**src/rtl/jep_pkg.sv**
```systemverilog
// Joystick event packetizer: shared types, register indexes, frame constants
// and the button code table. No dependencies.
package jep_pkg;

  localparam int CFG_IDX_W   = 2;
  localparam int CFG_DATA_W  = 12;
  localparam int DZ_W        = 8;
  localparam int CENTER_W    = 12;
  localparam int BYTE_W      = 8;
  localparam int VALUE_W     = 16;
  localparam int FRAME_BYTES = 4;
  localparam int BIDX_W      = 3;
  localparam int NUM_BUTTONS = 6;

  // scale by 255/2048: (x << 8) - x, then shift right by 11
  localparam int SCALE_MUL_SH = 8;
  localparam int SCALE_SHIFT  = 11;
  localparam int ROUND_ADD    = (1 << SCALE_SHIFT) - 1;

  localparam logic [CFG_IDX_W-1:0] REG_DEADZONE = 2'd0;
  localparam logic [CFG_IDX_W-1:0] REG_CENTER   = 2'd1;

  localparam logic [DZ_W-1:0]     DEADZONE_RST = 8'd30;
  localparam logic [CENTER_W-1:0] CENTER_RST   = 12'd2048;

  localparam logic [BYTE_W-1:0] CODE_X     = 8'd0;
  localparam logic [BYTE_W-1:0] CODE_Y     = 8'd1;
  localparam logic [BYTE_W-1:0] TERMINATOR = 8'hFF;

  typedef enum logic [1:0] {
    KIND_X    = 2'd0,
    KIND_Y    = 2'd1,
    KIND_BTN  = 2'd2,
    KIND_RSVD = 2'd3
  } kind_e;

  typedef struct packed {
    kind_e             kind;
    logic [BIDX_W-1:0] bidx;
    logic              falling;
  } meta_t;

  typedef struct packed {
    logic [BYTE_W-1:0]  code;
    logic [VALUE_W-1:0] value;
  } frame_t;

  function automatic logic [BYTE_W-1:0] button_code(input logic [BIDX_W-1:0] idx);
    logic [BYTE_W-1:0] code;
    case (idx)
      3'd0:    code = 8'd7;
      3'd1:    code = 8'd2;
      3'd2:    code = 8'd3;
      3'd3:    code = 8'd4;
      3'd4:    code = 8'd5;
      3'd5:    code = 8'd6;
      default: code = 8'd0;
    endcase
    return code;
  endfunction

endpackage

```
**src/rtl/jep_intf.sv**
```systemverilog
// Joystick event packetizer: valid/ready channel interfaces for input events,
// output frame bytes and register writes. Depends on jep_pkg.
interface jep_in_if #(parameter int SAMPLE_BITS = 12) ();
  import jep_pkg::*;
  logic                   valid;
  logic                   ready;
  logic [1:0]             kind;
  logic [SAMPLE_BITS-1:0] sample;
  logic [BIDX_W-1:0]      button_index;
  logic                   falling;

  modport source (output valid, kind, sample, button_index, falling, input ready);
  modport sink   (input valid, kind, sample, button_index, falling, output ready);
endinterface

interface jep_out_if ();
  import jep_pkg::*;
  logic              valid;
  logic              ready;
  logic [BYTE_W-1:0] out_byte;
  logic              last;

  modport source (output valid, out_byte, last, input ready);
  modport sink   (input valid, out_byte, last, output ready);
endinterface

interface jep_cfg_if ();
  import jep_pkg::*;
  logic                  valid;
  logic                  ready;
  logic [CFG_IDX_W-1:0]  index;
  logic [CFG_DATA_W-1:0] data;

  modport source (output valid, index, data, input ready);
  modport sink   (input valid, index, data, output ready);
endinterface

```
**src/rtl/jep_cell.sv**
```systemverilog
// Joystick event packetizer: one sample cell of an axis window chain.
// Takes its neighbor's sample on a push. No dependencies.
module jep_cell #(
  parameter int W = 12
) (
  input  logic         clk_i,
  input  logic         rst_ni,
  input  logic         shift_i,
  input  logic [W-1:0] d_i,
  output logic [W-1:0] q_o
);

  logic [W-1:0] smp_q;

  always_ff @(posedge clk_i or negedge rst_ni) begin
    if (!rst_ni) begin
      smp_q <= '0;
    end else if (shift_i) begin
      smp_q <= d_i;
    end
  end

  assign q_o = smp_q;

endmodule

```
**src/rtl/jep_axis_ring.sv**
```systemverilog
// Joystick event packetizer: window of samples for one axis as a chain of
// cells, plus a running sum. Depends on jep_cell.
module jep_axis_ring #(
  parameter int WINDOW      = 5,
  parameter int SAMPLE_BITS = 12,
  parameter int SUM_W       = SAMPLE_BITS + $clog2(WINDOW)
) (
  input  logic                   clk_i,
  input  logic                   rst_ni,
  input  logic                   push_i,
  input  logic [SAMPLE_BITS-1:0] sample_i,
  output logic [SUM_W-1:0]       sum_o
);

  logic [SAMPLE_BITS-1:0] tap [WINDOW+1];
  logic [SUM_W-1:0]       sum_q, sum_d;

  assign tap[0] = sample_i;

  for (genvar k = 0; k < WINDOW; k++) begin : g_cell
    jep_cell #(.W(SAMPLE_BITS)) u_cell (
      .clk_i  (clk_i),
      .rst_ni (rst_ni),
      .shift_i(push_i),
      .d_i    (tap[k]),
      .q_o    (tap[k+1])
    );
  end

  // the oldest sample drops off the far end of the chain
  assign sum_d = sum_q + SUM_W'(sample_i) - SUM_W'(tap[WINDOW]);
  assign sum_o = sum_d;

  always_ff @(posedge clk_i or negedge rst_ni) begin
    if (!rst_ni) begin
      sum_q <= '0;
    end else if (push_i) begin
      sum_q <= sum_d;
    end
  end

endmodule

```
**src/rtl/jep_serializer.sv**
```systemverilog
// Joystick event packetizer: 4-byte frame output register, shifted out one
// word per handshake. Depends on jep_pkg and jep_out_if.
module jep_serializer import jep_pkg::*; (
  input  logic      clk_i,
  input  logic      rst_ni,
  input  logic      load_i,
  input  frame_t    frame_i,
  output logic      can_load_o,
  jep_out_if.source out_o
);

  localparam int CNT_W = $clog2(FRAME_BYTES + 1);

  logic [BYTE_W-1:0] byte_q [FRAME_BYTES];
  logic [CNT_W-1:0]  cnt_q;
  logic              out_fire;

  assign out_o.valid    = (cnt_q != '0);
  assign out_o.out_byte = byte_q[0];
  assign out_o.last     = (cnt_q == CNT_W'(1));
  assign out_fire       = out_o.valid && out_o.ready;
  assign can_load_o     = (cnt_q == '0) || (out_o.last && out_o.ready);

  always_ff @(posedge clk_i or negedge rst_ni) begin
    if (!rst_ni) begin
      cnt_q <= '0;
    end else if (load_i) begin
      cnt_q <= CNT_W'(FRAME_BYTES);
    end else if (out_fire) begin
      cnt_q <= cnt_q - CNT_W'(1);
    end
  end

  always_ff @(posedge clk_i) begin
    if (load_i) begin
      byte_q[0] <= frame_i.code;
      byte_q[1] <= frame_i.value[BYTE_W-1:0];
      byte_q[2] <= frame_i.value[VALUE_W-1:BYTE_W];
      byte_q[3] <= TERMINATOR;
    end else if (out_fire) begin
      for (int k = 0; k < FRAME_BYTES - 1; k++) begin
        byte_q[k] <= byte_q[k+1];
      end
    end
  end

`ifndef SYNTHESIS
  a_cnt_range: assert property (@(posedge clk_i) disable iff (!rst_ni)
    cnt_q <= CNT_W'(FRAME_BYTES))
    else $error("frame byte count out of range");

  a_last_term: assert property (@(posedge clk_i) disable iff (!rst_ni)
    out_o.valid && out_o.last |-> out_o.out_byte == TERMINATOR)
    else $error("last word is not the terminator");

  a_load_show: assert property (@(posedge clk_i) disable iff (!rst_ni)
    load_i |=> out_o.valid && !out_o.last && out_o.out_byte == $past(frame_i.code))
    else $error("loaded frame does not open with its code");
`endif

endmodule

```
**src/rtl/joystick_event_packetizer.sv**
```systemverilog
// Joystick event packetizer top level: axis windows, averaging and scaling
// pipeline, register port and frame output. Depends on jep_pkg, jep_intf,
// jep_axis_ring and jep_serializer.
//
//  channel | dir | words per item   | payload
//  in_i    | in  | 1                | kind, sample, button_index, falling
//  out_o   | out | 0 or 4 per event | out_byte, last
//  cfg_i   | in  | 1 per write      | index, data (always ready)
//
// A frame-producing event occupies the output register until its 4 words are
// taken; events that give no frame pass at 1 per cycle unless held behind a
// frame waiting for the output register. The output serializer sets the rate.
// The first word is registered through the window sum at the accepting edge,
// then reciprocal multiply, center and x255, round and deadzone, frame register.
// Reset clears the sample windows and sums at once; no sweep is needed.
// A stall on out_o backs up the 4 stages, then drops in_i.ready.
module joystick_event_packetizer import jep_pkg::*; #(
  parameter int WINDOW      = 5,
  parameter int SAMPLE_BITS = 12
) (
  input  logic     clk_i,
  input  logic     rst_ni,
  jep_in_if.sink   in_i,
  jep_out_if.source out_o,
  jep_cfg_if.sink  cfg_i
);

  localparam int SUM_W   = SAMPLE_BITS + $clog2(WINDOW);
  localparam int DIV_S   = SUM_W + $clog2(WINDOW);
  localparam int M_W     = SUM_W + 1;
  localparam int MUL_W   = SUM_W + M_W;
  localparam int DELTA_W = ((SAMPLE_BITS > CENTER_W) ? SAMPLE_BITS : CENTER_W) + 1;
  localparam int P_W     = DELTA_W + SCALE_MUL_SH;
  localparam int SC_W    = P_W - SCALE_SHIFT;
  localparam logic [M_W-1:0] RECIP_M =
    M_W'(((64'd1 << DIV_S) + 64'(WINDOW) - 64'd1) / 64'(WINDOW));

  // registers
  logic [DZ_W-1:0]     deadzone_q;
  logic [CENTER_W-1:0] center_q;

  assign cfg_i.ready = 1'b1;

  always_ff @(posedge clk_i or negedge rst_ni) begin
    if (!rst_ni) begin
      deadzone_q <= DEADZONE_RST;
      center_q   <= CENTER_RST;
    end else if (cfg_i.valid) begin
      case (cfg_i.index)
        REG_DEADZONE: deadzone_q <= cfg_i.data[DZ_W-1:0];
        REG_CENTER:   center_q   <= cfg_i.data[CENTER_W-1:0];
        default:      ;
      endcase
    end
  end

  // pipeline handshake
  logic   v1_q, v2_q, v3_q, v4_q;
  logic   take1, take2, take3, take4;
  logic   in_fire, s4_out, ser_load, ser_can_load;
  logic   s4_emit_q;
  kind_e  in_kind;
  meta_t  in_meta;

  assign in_kind = kind_e'(in_i.kind);
  assign in_meta = '{kind: in_kind, bidx: in_i.button_index, falling: in_i.falling};

  assign s4_out   = v4_q && (!s4_emit_q || ser_can_load);
  assign ser_load = v4_q && s4_emit_q && ser_can_load;
  assign take4    = !v4_q || s4_out;
  assign take3    = !v3_q || take4;
  assign take2    = !v2_q || take3;
  assign take1    = !v1_q || take2;

  assign in_i.ready = take1;
  assign in_fire    = in_i.valid && take1;

  always_ff @(posedge clk_i or negedge rst_ni) begin
    if (!rst_ni) begin
      v1_q <= 1'b0;
      v2_q <= 1'b0;
      v3_q <= 1'b0;
      v4_q <= 1'b0;
    end else begin
      if (take1) v1_q <= in_i.valid;
      if (take2) v2_q <= v1_q;
      if (take3) v3_q <= v2_q;
      if (take4) v4_q <= v3_q;
    end
  end

  // axis windows
  logic [SUM_W-1:0] x_sum, y_sum;

  jep_axis_ring #(.WINDOW(WINDOW), .SAMPLE_BITS(SAMPLE_BITS), .SUM_W(SUM_W)) u_x_ring (
    .clk_i   (clk_i),
    .rst_ni  (rst_ni),
    .push_i  (in_fire && in_kind == KIND_X),
    .sample_i(in_i.sample),
    .sum_o   (x_sum)
  );

  jep_axis_ring #(.WINDOW(WINDOW), .SAMPLE_BITS(SAMPLE_BITS), .SUM_W(SUM_W)) u_y_ring (
    .clk_i   (clk_i),
    .rst_ni  (rst_ni),
    .push_i  (in_fire && in_kind == KIND_Y),
    .sample_i(in_i.sample),
    .sum_o   (y_sum)
  );

  // stage 1: window sum
  meta_t            s1_meta_q;
  logic [SUM_W-1:0] s1_sum_q;

  always_ff @(posedge clk_i) begin
    if (in_fire) begin
      s1_meta_q <= in_meta;
      s1_sum_q  <= (in_kind == KIND_Y) ? y_sum : x_sum;
    end
  end

  // stage 2: average by reciprocal multiply, exact for all sums
  meta_t                  s2_meta_q;
  logic [SAMPLE_BITS-1:0] s2_avg_q;
  logic [MUL_W-1:0]       avg_prod;

  assign avg_prod = MUL_W'(s1_sum_q) * MUL_W'(RECIP_M);

  always_ff @(posedge clk_i) begin
    if (take2 && v1_q) begin
      s2_meta_q <= s1_meta_q;
      s2_avg_q  <= avg_prod[DIV_S +: SAMPLE_BITS];
    end
  end

  // stage 3: subtract center, times 255
  meta_t                     s3_meta_q;
  logic signed [P_W-1:0]     s3_prod_q;
  logic signed [DELTA_W-1:0] delta;
  logic signed [P_W-1:0]     delta_x;

  assign delta   = $signed(DELTA_W'(s2_avg_q)) - $signed(DELTA_W'(center_q));
  assign delta_x = P_W'(delta);

  always_ff @(posedge clk_i) begin
    if (take3 && v2_q) begin
      s3_meta_q <= s2_meta_q;
      s3_prod_q <= (delta_x <<< SCALE_MUL_SH) - delta_x;
    end
  end

  // stage 4: divide by 2048 toward zero, deadzone, build frame
  logic signed [P_W-1:0]     rnd;
  logic signed [SC_W-1:0]    scaled;
  logic [SC_W-1:0]           mag;
  logic signed [VALUE_W-1:0] axis_val;
  logic                      axis_emit;
  frame_t                    frame_d, s4_frame_q;
  logic                      emit_d;

  assign rnd       = s3_prod_q[P_W-1] ? (s3_prod_q + P_W'(ROUND_ADD)) : s3_prod_q;
  assign scaled    = SC_W'(rnd >>> SCALE_SHIFT);
  assign mag       = scaled[SC_W-1] ? SC_W'(-scaled) : SC_W'(scaled);
  assign axis_emit = !(mag < SC_W'(deadzone_q)) && (scaled != '0);
  assign axis_val  = VALUE_W'(scaled);

  always_comb begin
    frame_d = '0;
    emit_d  = 1'b0;
    case (s3_meta_q.kind)
      KIND_X: begin
        frame_d.code  = CODE_X;
        frame_d.value = axis_val;
        emit_d        = axis_emit;
      end
      KIND_Y: begin
        frame_d.code  = CODE_Y;
        frame_d.value = -axis_val;
        emit_d        = axis_emit;
      end
      KIND_BTN: begin
        frame_d.code  = button_code(s3_meta_q.bidx);
        frame_d.value = VALUE_W'(s3_meta_q.falling);
        emit_d        = (s3_meta_q.bidx < BIDX_W'(NUM_BUTTONS));
      end
      default: ;
    endcase
  end

  always_ff @(posedge clk_i) begin
    if (take4 && v3_q) begin
      s4_frame_q <= frame_d;
      s4_emit_q  <= emit_d;
    end
  end

  // output register
  jep_serializer u_ser (
    .clk_i     (clk_i),
    .rst_ni    (rst_ni),
    .load_i    (ser_load),
    .frame_i   (s4_frame_q),
    .can_load_o(ser_can_load),
    .out_o     (out_o)
  );

endmodule
```
**src/flat_wrapper.sv**
```systemverilog
// flat-port wrapper written by rule: the top's interface ports become plain ports
module joystick_event_packetizer_flat import jep_pkg::*;
#(
  parameter int WINDOW      = 5,
  parameter int SAMPLE_BITS = 12
)
  (clk_i, rst_ni, in_i_valid, in_i_kind, in_i_sample, in_i_button_index, in_i_falling, in_i_ready, out_o_valid, out_o_out_byte, out_o_last, out_o_ready, cfg_i_valid, cfg_i_index, cfg_i_data, cfg_i_ready);
  jep_in_if #(.SAMPLE_BITS(SAMPLE_BITS)) in_i_i ();
  jep_out_if out_o_i ();
  jep_cfg_if cfg_i_i ();
  input  logic clk_i;
  input  logic rst_ni;
  input wire logic [$bits(in_i_i.valid)-1:0] in_i_valid;
  input wire logic [$bits(in_i_i.kind)-1:0] in_i_kind;
  input wire logic [$bits(in_i_i.sample)-1:0] in_i_sample;
  input wire logic [$bits(in_i_i.button_index)-1:0] in_i_button_index;
  input wire logic [$bits(in_i_i.falling)-1:0] in_i_falling;
  output wire logic [$bits(in_i_i.ready)-1:0] in_i_ready;
  output wire logic [$bits(out_o_i.valid)-1:0] out_o_valid;
  output wire logic [$bits(out_o_i.out_byte)-1:0] out_o_out_byte;
  output wire logic [$bits(out_o_i.last)-1:0] out_o_last;
  input wire logic [$bits(out_o_i.ready)-1:0] out_o_ready;
  input wire logic [$bits(cfg_i_i.valid)-1:0] cfg_i_valid;
  input wire logic [$bits(cfg_i_i.index)-1:0] cfg_i_index;
  input wire logic [$bits(cfg_i_i.data)-1:0] cfg_i_data;
  output wire logic [$bits(cfg_i_i.ready)-1:0] cfg_i_ready;
  assign in_i_i.valid = in_i_valid;
  assign in_i_i.kind = in_i_kind;
  assign in_i_i.sample = in_i_sample;
  assign in_i_i.button_index = in_i_button_index;
  assign in_i_i.falling = in_i_falling;
  assign in_i_ready = in_i_i.ready;
  assign out_o_valid = out_o_i.valid;
  assign out_o_out_byte = out_o_i.out_byte;
  assign out_o_last = out_o_i.last;
  assign out_o_i.ready = out_o_ready;
  assign cfg_i_i.valid = cfg_i_valid;
  assign cfg_i_i.index = cfg_i_index;
  assign cfg_i_i.data = cfg_i_data;
  assign cfg_i_ready = cfg_i_i.ready;
  joystick_event_packetizer #(.WINDOW(WINDOW), .SAMPLE_BITS(SAMPLE_BITS)) u_core (.clk_i(clk_i), .rst_ni(rst_ni), .in_i(in_i_i), .out_o(out_o_i), .cfg_i(cfg_i_i));
endmodule
```
**config.mk**
```make
export PLATFORM = sky130hd
export DESIGN_NAME = joystick_event_packetizer_flat
export DESIGN_NICKNAME = d
export VERILOG_FILES = /design/src/rtl/jep_pkg.sv /design/src/rtl/jep_intf.sv /design/src/rtl/jep_cell.sv /design/src/rtl/jep_axis_ring.sv /design/src/rtl/jep_serializer.sv /design/src/rtl/joystick_event_packetizer.sv /design/src/flat_wrapper.sv
export SDC_FILE = /design/constraint.sdc
export NUM_CORES = 1
export LEC_CHECK = 0
export BUFFER_PORTS_ARGS = -buffer_cell sky130_fd_sc_hd__buf_2
export CAP_MARGIN = 20
export CORE_UTILIZATION = 50
export CTS_BUF_LIST = sky130_fd_sc_hd__clkbuf_16
export CTS_CLUSTER_DIAMETER = 30
export DETAILED_ROUTE_END_ITERATION = 8
export PLACE_DENSITY_LB_ADDON = 0.12
export SLEW_MARGIN = 0
export SYNTH_ARGS = -nofsm -noshare
export SYNTH_HDL_FRONTEND = slang
export SYNTH_SLANG_ARGS = --single-unit
```
**constraint.sdc**
```tcl
create_clock -name clk_i -period 7.5 [get_ports clk_i]
set_clock_uncertainty 0.2 [all_clocks]
set_input_delay 0.375 -clock clk_i [delete_from_list [all_inputs] [get_ports clk_i]]
set_output_delay 0.375 -clock clk_i [all_outputs]
set_load 0.03 [all_outputs]
```
# Word-level counts from Yosys, hierarchy flattened
# Memory sizes are Yosys's and may differ from the RTL's.
# Index checks and enable logic that the tools add are counted.
# op_classes
eq_ne	10
reduce_logical	35
n_mux	16
add_sub_neg	10
n_mul	1
order_cmp	2
n_bitwise	3
# op_table
operator	count
19-bit case mux with 3 select lines	1
15-bit by 12-bit adder with 15-bit output	2
15-bit by 16-bit multiplier with 30-bit output (second input constant)	1
15-bit by 12-bit subtractor with 15-bit output	2
8-bit 2-to-1 mux	3
21-bit by 12-bit adder with 21-bit output (second input constant)	1
21-bit 2-to-1 mux	1
21-bit by 13-bit subtractor with 21-bit output	1
3-bit case mux with 6 select lines	1
10-bit negation with 16-bit output	1
15-bit 2-to-1 mux	1
12-bit by 12-bit subtractor with 13-bit output	1
1-bit logical AND	12
10-bit by 8-bit less-than comparator with 1-bit output	1
10-bit 2-to-1 mux	1
10-bit negation	1
10-bit nonzero test	1
2-bit by 1-bit == test with 1-bit output (second input constant)	3
3-bit by 1-bit == test with 1-bit output (second input constant)	2
3-bit by 2-bit == test with 1-bit output (second input constant)	2
3-bit == test (second input constant)	2
1-bit zero test	6
2-bit zero test	3
3-bit zero test	2
12 further kinds	25
# word_totals
ramBits	32
mem_count	1
word_cells	112
in_bits	37
output_inout_bits	12
ff_bits	268
# mem_list
memory	words	word_bits	rd	rd_ports_with_merged_regs	wr	line	source
u_core.u_ser.byte_q	4	8	4	0	4	jep_serializer.sv:14	logic [BYTE_W-1:0] byte_q [FRAME_BYTES];

# Depth between registers and ports, before layout
# Gate-level depths: netlist (run 1).
# depth
ltp_word	11
ltp_mapped	24
depth_no_buf	23

# Cells and area by module
# A second synthesis (run 1) with hierarchy kept.
# unflattened
hier_cells	1572
hier_area_um2	18871.8
# by_module_without_submodules
mod	cells_each	instances	area_each_um2	seq_area_each_um2
joystick_event_packetizer	845	1	9390.3	3189.3
jep_cell	25	10	484.2	300.3
jep_axis_ring at u_core.u_x_ring	206	1	1710.4	375.4
jep_axis_ring at u_core.u_y_ring	197	1	1677.9	375.4
jep_serializer	74	1	1251.2	795.8

# Worst setup path before layout (run 1)
# OpenSTA, ideal clock, no wires.
# synth_timing
path_kind	flip-flop to flip-flop
start	register u_core.s1_sum_q[4]
end	register u_core.s2_avg_q[11], data pin
synth_period_minus_slack_ns	5.442
path_stages_with_launch	20
setup_slack_ns	2.058
path_buffers	0
required_time_ns	7.041
arrival_time_ns	4.983
setup_ns	0.259
path_cell_list	edfxtp_1 > inv_1 > ha_1 > fa_1 > inv_1 > fa_1 > fa_1 > inv_1 > fa_1 > inv_1 > fa_1 > ha_1 > nand4_1 > nor2_1 > o21ai_0 > o211a_1 > o31a_1 > o21ai_2 > o41ai_4 > a211o_1
# synth_via
elab_chain_len	1
# synth_lines
element	line	source
start: declaration	joystick_event_packetizer.sv:113	logic [SUM_W-1:0] s1_sum_q;
start signal: assignment	joystick_event_packetizer.sv:118	s1_sum_q <= (in_kind == KIND_Y) ? y_sum : x_sum;
15-bit by 16-bit multiplier with 30-bit output	joystick_event_packetizer.sv:127	assign avg_prod = MUL_W'(s1_sum_q) * MUL_W'(RECIP_M);
named net u_core.avg_prod[29]	joystick_event_packetizer.sv:125	logic [MUL_W-1:0] avg_prod;
end signal: assignment	joystick_event_packetizer.sv:132	s2_avg_q <= avg_prod[DIV_S +: SAMPLE_BITS];
end: declaration	joystick_event_packetizer.sv:124	logic [SAMPLE_BITS-1:0] s2_avg_q;
# The timed path passes the listed nets, and every way through them passes these cells.
# A chain may end at the register's enable or synchronous reset.

# Worst setup path in the final report (run 1)
# layout_timing
start	register u_core.s1_sum_q[6]
end	register u_core.s2_avg_q[11], data pin
# The elaborated chain is that of the path after synthesis.

==> results.md, run 1 <==
* Outcome: finished, violations left
* Failing checks: DRC
* Remaining DRCs at 10
* Crit path capture type: register
* Initial Util at between 50% and 60%
* Die span in y at 192 µm
* Synth async-reset ratio at roughly three fifths
* Vias in the first global route at ~12k
* Largest buffer count on any clock path at 3
* Initial antenna violation count at 0
* Root Buffer: clkbuf_16
* Worst path buffer plus inverter count at 4
* Worst-path fanout max at 6
* FMAX at about 170 MHz
* Max-slew violations at 0
* Port Buffers at 47
* Clock Sink Count at 287
* Crit-path cells: ha_1 > ha_1 > inv_1 > fa_1 > fa_1 > inv_1 > fa_1 > inv_1 > fa_1 > inv_1 > ha_1 > nand4_1 > nor2_1 > o21ai_0 > o211a_1 > o31a_1 > o21ai_2 > o41ai_4 > a211o_1
* Post-Synthesis Cells at between 1.5k and 2k
* Number of flops mapped to enable cells by yosys at 110
* Worst EP required at 7.58 ns
* Commonest non-fill, non-tap cell in the layout: inv_1
* Crit path DAT at 5.93 ns
* Vias at around 11k
* Nets at between 2k and 2.5k
* Final Setup Violations at 0
* FP Rows at 69
* CP peak stage delay at between 0.5 and 0.6 ns
* Post-Syn Area at around 18000 µm²
* Sequential cell area fraction in the yosys report at 42.7%
* RSZ-0062 raised after global routing: no
* Worst-path clk slew at 0.04 ns
* TritonCTS Buffers at 67
* Synthesized netlist net count at 1899
* Antenna cells at 0
* Vias/cell at around 5.1
* Post-CTS Setup Inserts at 0
* Clk_lat worst skew at about 0.55 ns
* Worst min-delay path class: in2reg
* Share of cells above drive strength 1 at 18.8%
* Synth Flop Type: dfrtp_1
* TritonCTS clock tree: built
* Post-route ant nets at 0
* Crit path depth at 19
* First-pass GRT wire length at about 57000 µm
* Rel. slew slack at 34.7%
* Tcrit/Tclk final at 78.0%
* Post-cts sizing count at 0
* Drt first pass iters at 6
* H-tree depth at 3
* Congestion Overflow GR at 0
* Netlist cell types at 87
* R2R cell count at 19
* Chip Width at 192 µm
* Synth top area share at 23.7%
* Hold Path Stages at 3
* Crit path max-delay family: adder cells
* Area Overhead vs Synth at 17.6%
* Core outline area at roughly 36000 µm²
* Yosys warning count at 0
* Synth area leader: dfrtp_1
* Hold Fails Final Rpt at 0
* Yosys reg bits at between 200 and 300
* Max Cap Viol at 0
* Largest net degree at the start of global routing at a little under 100
* Setup TNS at 0 ns
* Most frequent cells in the layout: inv_1, ha_1, dfrtp_1
* Setup crit start kind: register
* Main area contributors after synthesis: dfrtp_1, edfxtp_1, ha_1
* Post-detail-place hpwl at around 25000 µm
* Initial DRC count at 420
* Die Area at between 30000 and 40000 µm²
* GP Congestion at approximately 0.86
* Post-Route WL at ~35000 µm
* Slew of the pin with the lowest slew margin at approximately 0.98 ns
* # IOs at 49
* Critical path's slowest cell: fa_1
* Fin crit period at 5.85 ns
* WL per Instance at 15.5 µm
* Syn_area_per_cell at between 10 and 15 µm²
* GRT Overall Usage at between 10% and 20%
* Critical path type: reg2reg
[worst min-delay path, stage by stage]
cell	delay, ns
buf_2	0.07
inv_1	0.10
o21ai_0	0.17
[metal layers]
layer,GRT usage (%),vias to the layer above,wire length (µm)
li1,-,5669,-
met1,25.1,5504,15600
met2,33.5,158,16900
met3,4.04,56,1190
met4,6.81,0,816
met5,0,-,0
[flip-flops by register name (all words and copies together), names as in the netlist]
register and flops:
u_core.s1_sum_q 15, u_core.s3_prod_q 21, u_core.center_q 12, u_core.u_y_ring.g_cell.u_cell.q_o 60, u_core.s2_meta_q 6, u_core.v1_q 1
u_core.u_ser.cnt_q 3, u_core.s1_meta_q 6, u_core.u_x_ring.sum_q 15, u_core.deadzone_q 8, u_core.u_ser.byte_q 24, u_core.u_y_ring.sum_q 15
u_core.u_x_ring.g_cell.u_cell.q_o 60, u_core.s3_meta_q 6, u_core.v4_q 1, u_core.s4_emit_q 1, u_core.s4_frame_q 19, u_core.v3_q 1
u_core.s2_avg_q 12, u_core.v2_q 1
[synth_stat cells, types with 3 or more instances]
cell / instances
buf_4: 3
fa_1: 84
edfxtp_1: 110
and3_1: 3
nand2_1: 99
mux2i_1: 10
o21ai_0: 77
clkbuf_1: 27
a31oi_1: 9
or3_1: 9
dfstp_2: 5
o21a_1: 14
buf_2: 4
o21bai_1: 4
buf_1: 3
a21oi_1: 52
nor4_4: 3
xnor2_1: 53
a21o_1: 18
nor3_1: 18
nor2_1: 75
o22ai_1: 3
inv_1: 257
dfrtp_1: 172
a211oi_1: 3
ha_1: 175
nand4_1: 6
nand3_1: 15
o21ai_1: 11
or2_2: 5
mux2_2: 133
a31o_1: 4
nor2b_1: 16
xor2_1: 28
nand2b_1: 23
and2_1: 5
nor4_1: 5
[worst paths after layout]
path,slack (ns),startpoint,to
hold reg to reg,0.22,u_core.s1_meta_q[5],u_core.s2_meta_q[5]
max in group asynchronous,5.74,rst_ni,u_core.u_y_ring.g_cell[0].u_cell.q_o[7]
setup / recovery,1.65,u_core.s1_sum_q[6],u_core.s2_avg_q[11]
hold / removal,0.02,in_i_sample[8],u_core.u_y_ring.g_cell[0].u_cell.q_o[8]
setup reg to reg,1.65,u_core.s1_sum_q[6],u_core.s2_avg_q[11]
min in group asynchronous,0.27,rst_ni,u_core.u_y_ring.g_cell[0].u_cell.q_o[4]
[timing repair]
action / CTS / global route
hold endpoints to repair: 124 / 0
hold buffers: 24 / 0
endpoints found under the setup margin: 0 / 0
[cell type report]
type / count / area, µm²
clock inverter: 50 / 464
sequential: 287 / 7740
timing repair buffer: 81 / 592
tap: 461 / 577
multi-input combinational: 1020 / 9280
clock buffer: 69 / 1730
inverter: 257 / 965
fill: 2983 / 14300
[kinds of logic (layout without fill, tap and decap cells)]
kind of cell,Yosys count,after routing,synth area share (%)
AO/OA/AOI/OAI,229,229,8.11
XOR/XNOR,84,84,4.28
adder cells (fa/ha/maj),259,259,21.3
buffers and inverters,296,457,6.30
flip-flops,287,287,42.7
multiplexers,143,143,8.81
other,1,1,0.0207
AND/OR/NAND/NOR,304,304,8.49
[through the flow]
stage	setup slack (ns)	area, µm²	std cells	utilization [%]	hold slack, ns
after detailed placement	1.63	18900	2080	52.9	0.206
after floorplan	2.06	18100	1603	-	-0.121
final	1.65	21300	2225	59.9	0.0172
after global placement	1.78	18900	2080	52.9	0.203
after CTS	1.61	21300	2223	59.7	0.00302
after global routing	1.21	21300	2225	59.9	0.0152
Power of run 1 is left out: the tool's default activity adds up to more than one toggle a clock period on the data nets, which glitch-free logic cannot reach.
==> run 2: changes to the inputs <==
- clock period: 7.5 -> 5.7 ns (I/O delays scaled with it)
==> run 2 against run 1 <==
The flow finishes with violations (DRC, setup timing). Sequential share of layout area is 1.3 points lower. Non-clock buffer count is 38 higher. Worst hold slack better by 0.011 ns. Final cell count is 1.8% higher. Via count is 1.8% higher. Clock-buffer cell count is 2 higher. Cell area is 3.6% higher. Register-to-register slack worse by 1.7 ns. Global-route usage is 0.56 points higher. Utilization is 2.2 points higher. Critical endpoint unchanged.
==> results.md, run 2 (synthesized netlist as in run 1, its figures left out) <==
* Outcome: finished, violations left (unchanged)
* Failing checks: DRC, setup timing (was DRC)
* WL per Instance at 15.7 µm (was 15.5 µm)
* Fin crit period at 5.72 ns (was 5.85 ns)
* Worst-path fanout max at 4 (was 6)
* Most frequent cells in the layout: inv_1, dfrtp_1, ha_1 (was inv_1, ha_1, dfrtp_1)
* TritonCTS Buffers at 66 (was 67)
* Die span in y at 192 µm (unchanged)
* Vias/cell at 5.12 (about the same)
* Clock Sink Count at 287 (unchanged)
* Clk_lat worst skew at 0.56 ns (was 0.55 ns)
* Initial antenna violation count at 2 (was 0)
* Final setup margin at -0.0163 ns (was 1.65 ns)
* Setup crit start kind: register (unchanged)
* Setup TNS at -0.0163 ns (was 0 ns)
* Initial Util at 50.9% (unchanged)
* Place WS at 0.0237 ns (was 1.63 ns)
* Max Cap Viol at 0 (unchanged)
* Post-route ant nets at 0 (unchanged)
* Crit path DAT at 5.80 ns (was 5.93 ns)
* Tcrit/Tclk final at 100% (was 78.0%)
* Largest net degree at the start of global routing at 134 (was 99)
* Die Area at 37000 µm² (unchanged)
* Final Setup Violations at 1 (was 0)
* Share of cells above drive strength 1 at 20.8% (was 18.8%)
* Cell Count, Final, Fillers Out at 2266 (was 2225)
* Initial DRC count at 385 (was 420)
* Area Overhead vs Synth at 21.9% (was 17.6%)
* Worst EP required at 5.79 ns (was 7.58 ns)
* First-pass GRT wire length at 59200 µm (was 57300 µm)
* Placed cell count at 2094 (was 2080)
* Nets at 2047 (was 2010)
* TritonCTS clock tree: built (unchanged)
* Commonest non-fill, non-tap cell in the layout: inv_1 (unchanged)
* Post-detail-place hpwl at 25300 µm (about the same)
* Hold Fails Final Rpt at 0 (unchanged)
* H-tree depth at 3 (unchanged)
* GP Congestion at 0.839 (was 0.859)
* Chip Width at 192 µm (unchanged)
* Vias in the first global route at 12.2k (was 11.7k)
* Max-slew violations at 0 (unchanged)
* RSZ-0062 raised after global routing: yes (was no)
* Drt first pass iters at 8 (was 6)
* GRT Overall Usage at 20.3% (was 19.8%)
* Crit path capture type: register (unchanged)
* # IOs at 49 (unchanged)
* Worst min-delay path class: in2reg (unchanged)
* FMAX at 175 MHz (was 171 MHz)
* Post-Route WL at 35500 µm (was 34600 µm)
* Rel. slew slack at 34.6% (was 34.7%)
* Port Buffers at 47 (unchanged)
* Remaining DRCs at 11 (was 10)
* Root Buffer: clkbuf_16 (unchanged)
* Slew of the pin with the lowest slew margin at 0.982 ns (was 0.980 ns)
* Congestion Overflow GR at 0 (unchanged)
* Largest buffer count on any clock path at 3 (unchanged)
* Core outline area at 35700 µm² (unchanged)
* Critical path type: reg2reg (unchanged)
* FP Rows at 69 (unchanged)
* Worst-path clk slew at 0.05 ns (was 0.04 ns)
* Vias at 11.6k (was 11.4k)
==> run 2: final timing paths <==
kind,to,cells after the start,slack (ns),from
min in group asynchronous,u_core.u_x_ring.g_cell[1].u_cell.q_o[5],2,0.08,rst_ni
setup / recovery,u_core.s2_avg_q[11],20,-0.02,u_core.s1_sum_q[1]
hold / removal,u_core.u_x_ring.g_cell[0].u_cell.q_o[11],3,0.03,in_i_sample[11]
max in group asynchronous,u_core.center_q[6],3,4.14,rst_ni
setup reg to reg,u_core.s2_avg_q[11],20,-0.02,u_core.s1_sum_q[1]
hold reg to reg,u_core.s3_meta_q[4],0,0.21,u_core.s2_meta_q[4]
==> run 2: worst max-delay path, stage by stage, from the launching register on <==
cell and delay (ns):
edfxtp_1 0.46, ha_4 0.31, inv_2 0.04, fa_2 0.55, inv_2 0.05, fa_1 0.47, fa_2 0.59, inv_2 0.04
fa_2 0.33, inv_2 0.06, fa_1 0.45, ha_4 0.24, nand4_1 0.12, nor2_1 0.06, nor4_2 0.26, o211a_1 0.21
o31a_1 0.21, o21ai_2 0.09, o41ai_4 0.39, nor2_1 0.07, a211o_1 0.27
==> run 2: cell type report <==
class / instances / area, µm²
timing repair buffer: 119 / 932
tap: 461 / 577
multi-input combinational: 1020 / 9390
sequential: 287 / 7740
clock buffer: 71 / 1780
fill: 2874 / 13500
clock inverter: 49 / 733
inverter: 257 / 965
antenna: 2 / 5.00
==> run 2: per-layer routing <==
| layer | share of wire [%] | wire [µm] | vias up | track usage [%] |
|---|---|---|---|---|
| li1 | - | - | 5723 | - |
| met1 | 44 | 15700 | 5634 | 24.9 |
| met2 | 50 | 17700 | 165 | 35.1 |
| met3 | 3.2 | 1130 | 70 | 3.86 |
| met4 | 2.8 | 993 | 0 | 8.27 |
| met5 | 0 | 0 | - | 0 |
==> run 2: repair_timing <==
action	4_1_cts	5_1_grt
setup endpoints to repair	0	7
hold buffers	43	0
gates resized for setup	0	22
hold endpoints to repair	181	0
setup buffers	0	5
==> run 2: per-stage QoR <==
step | utilization, % | hold slack [ns] | instance area [µm²]
global route | 62.0 | 0.0469 | 22100
finish | 62.0 | 0.0283 | 22100
CTS | 61.4 | 0.00792 | 21900
global placement | 53.2 | 0.204 | 19000
floorplan | - | -0.211 | 18100
detailed placement | 53.2 | 0.206 | 19000
Power of run 2 is left out for the same reason.
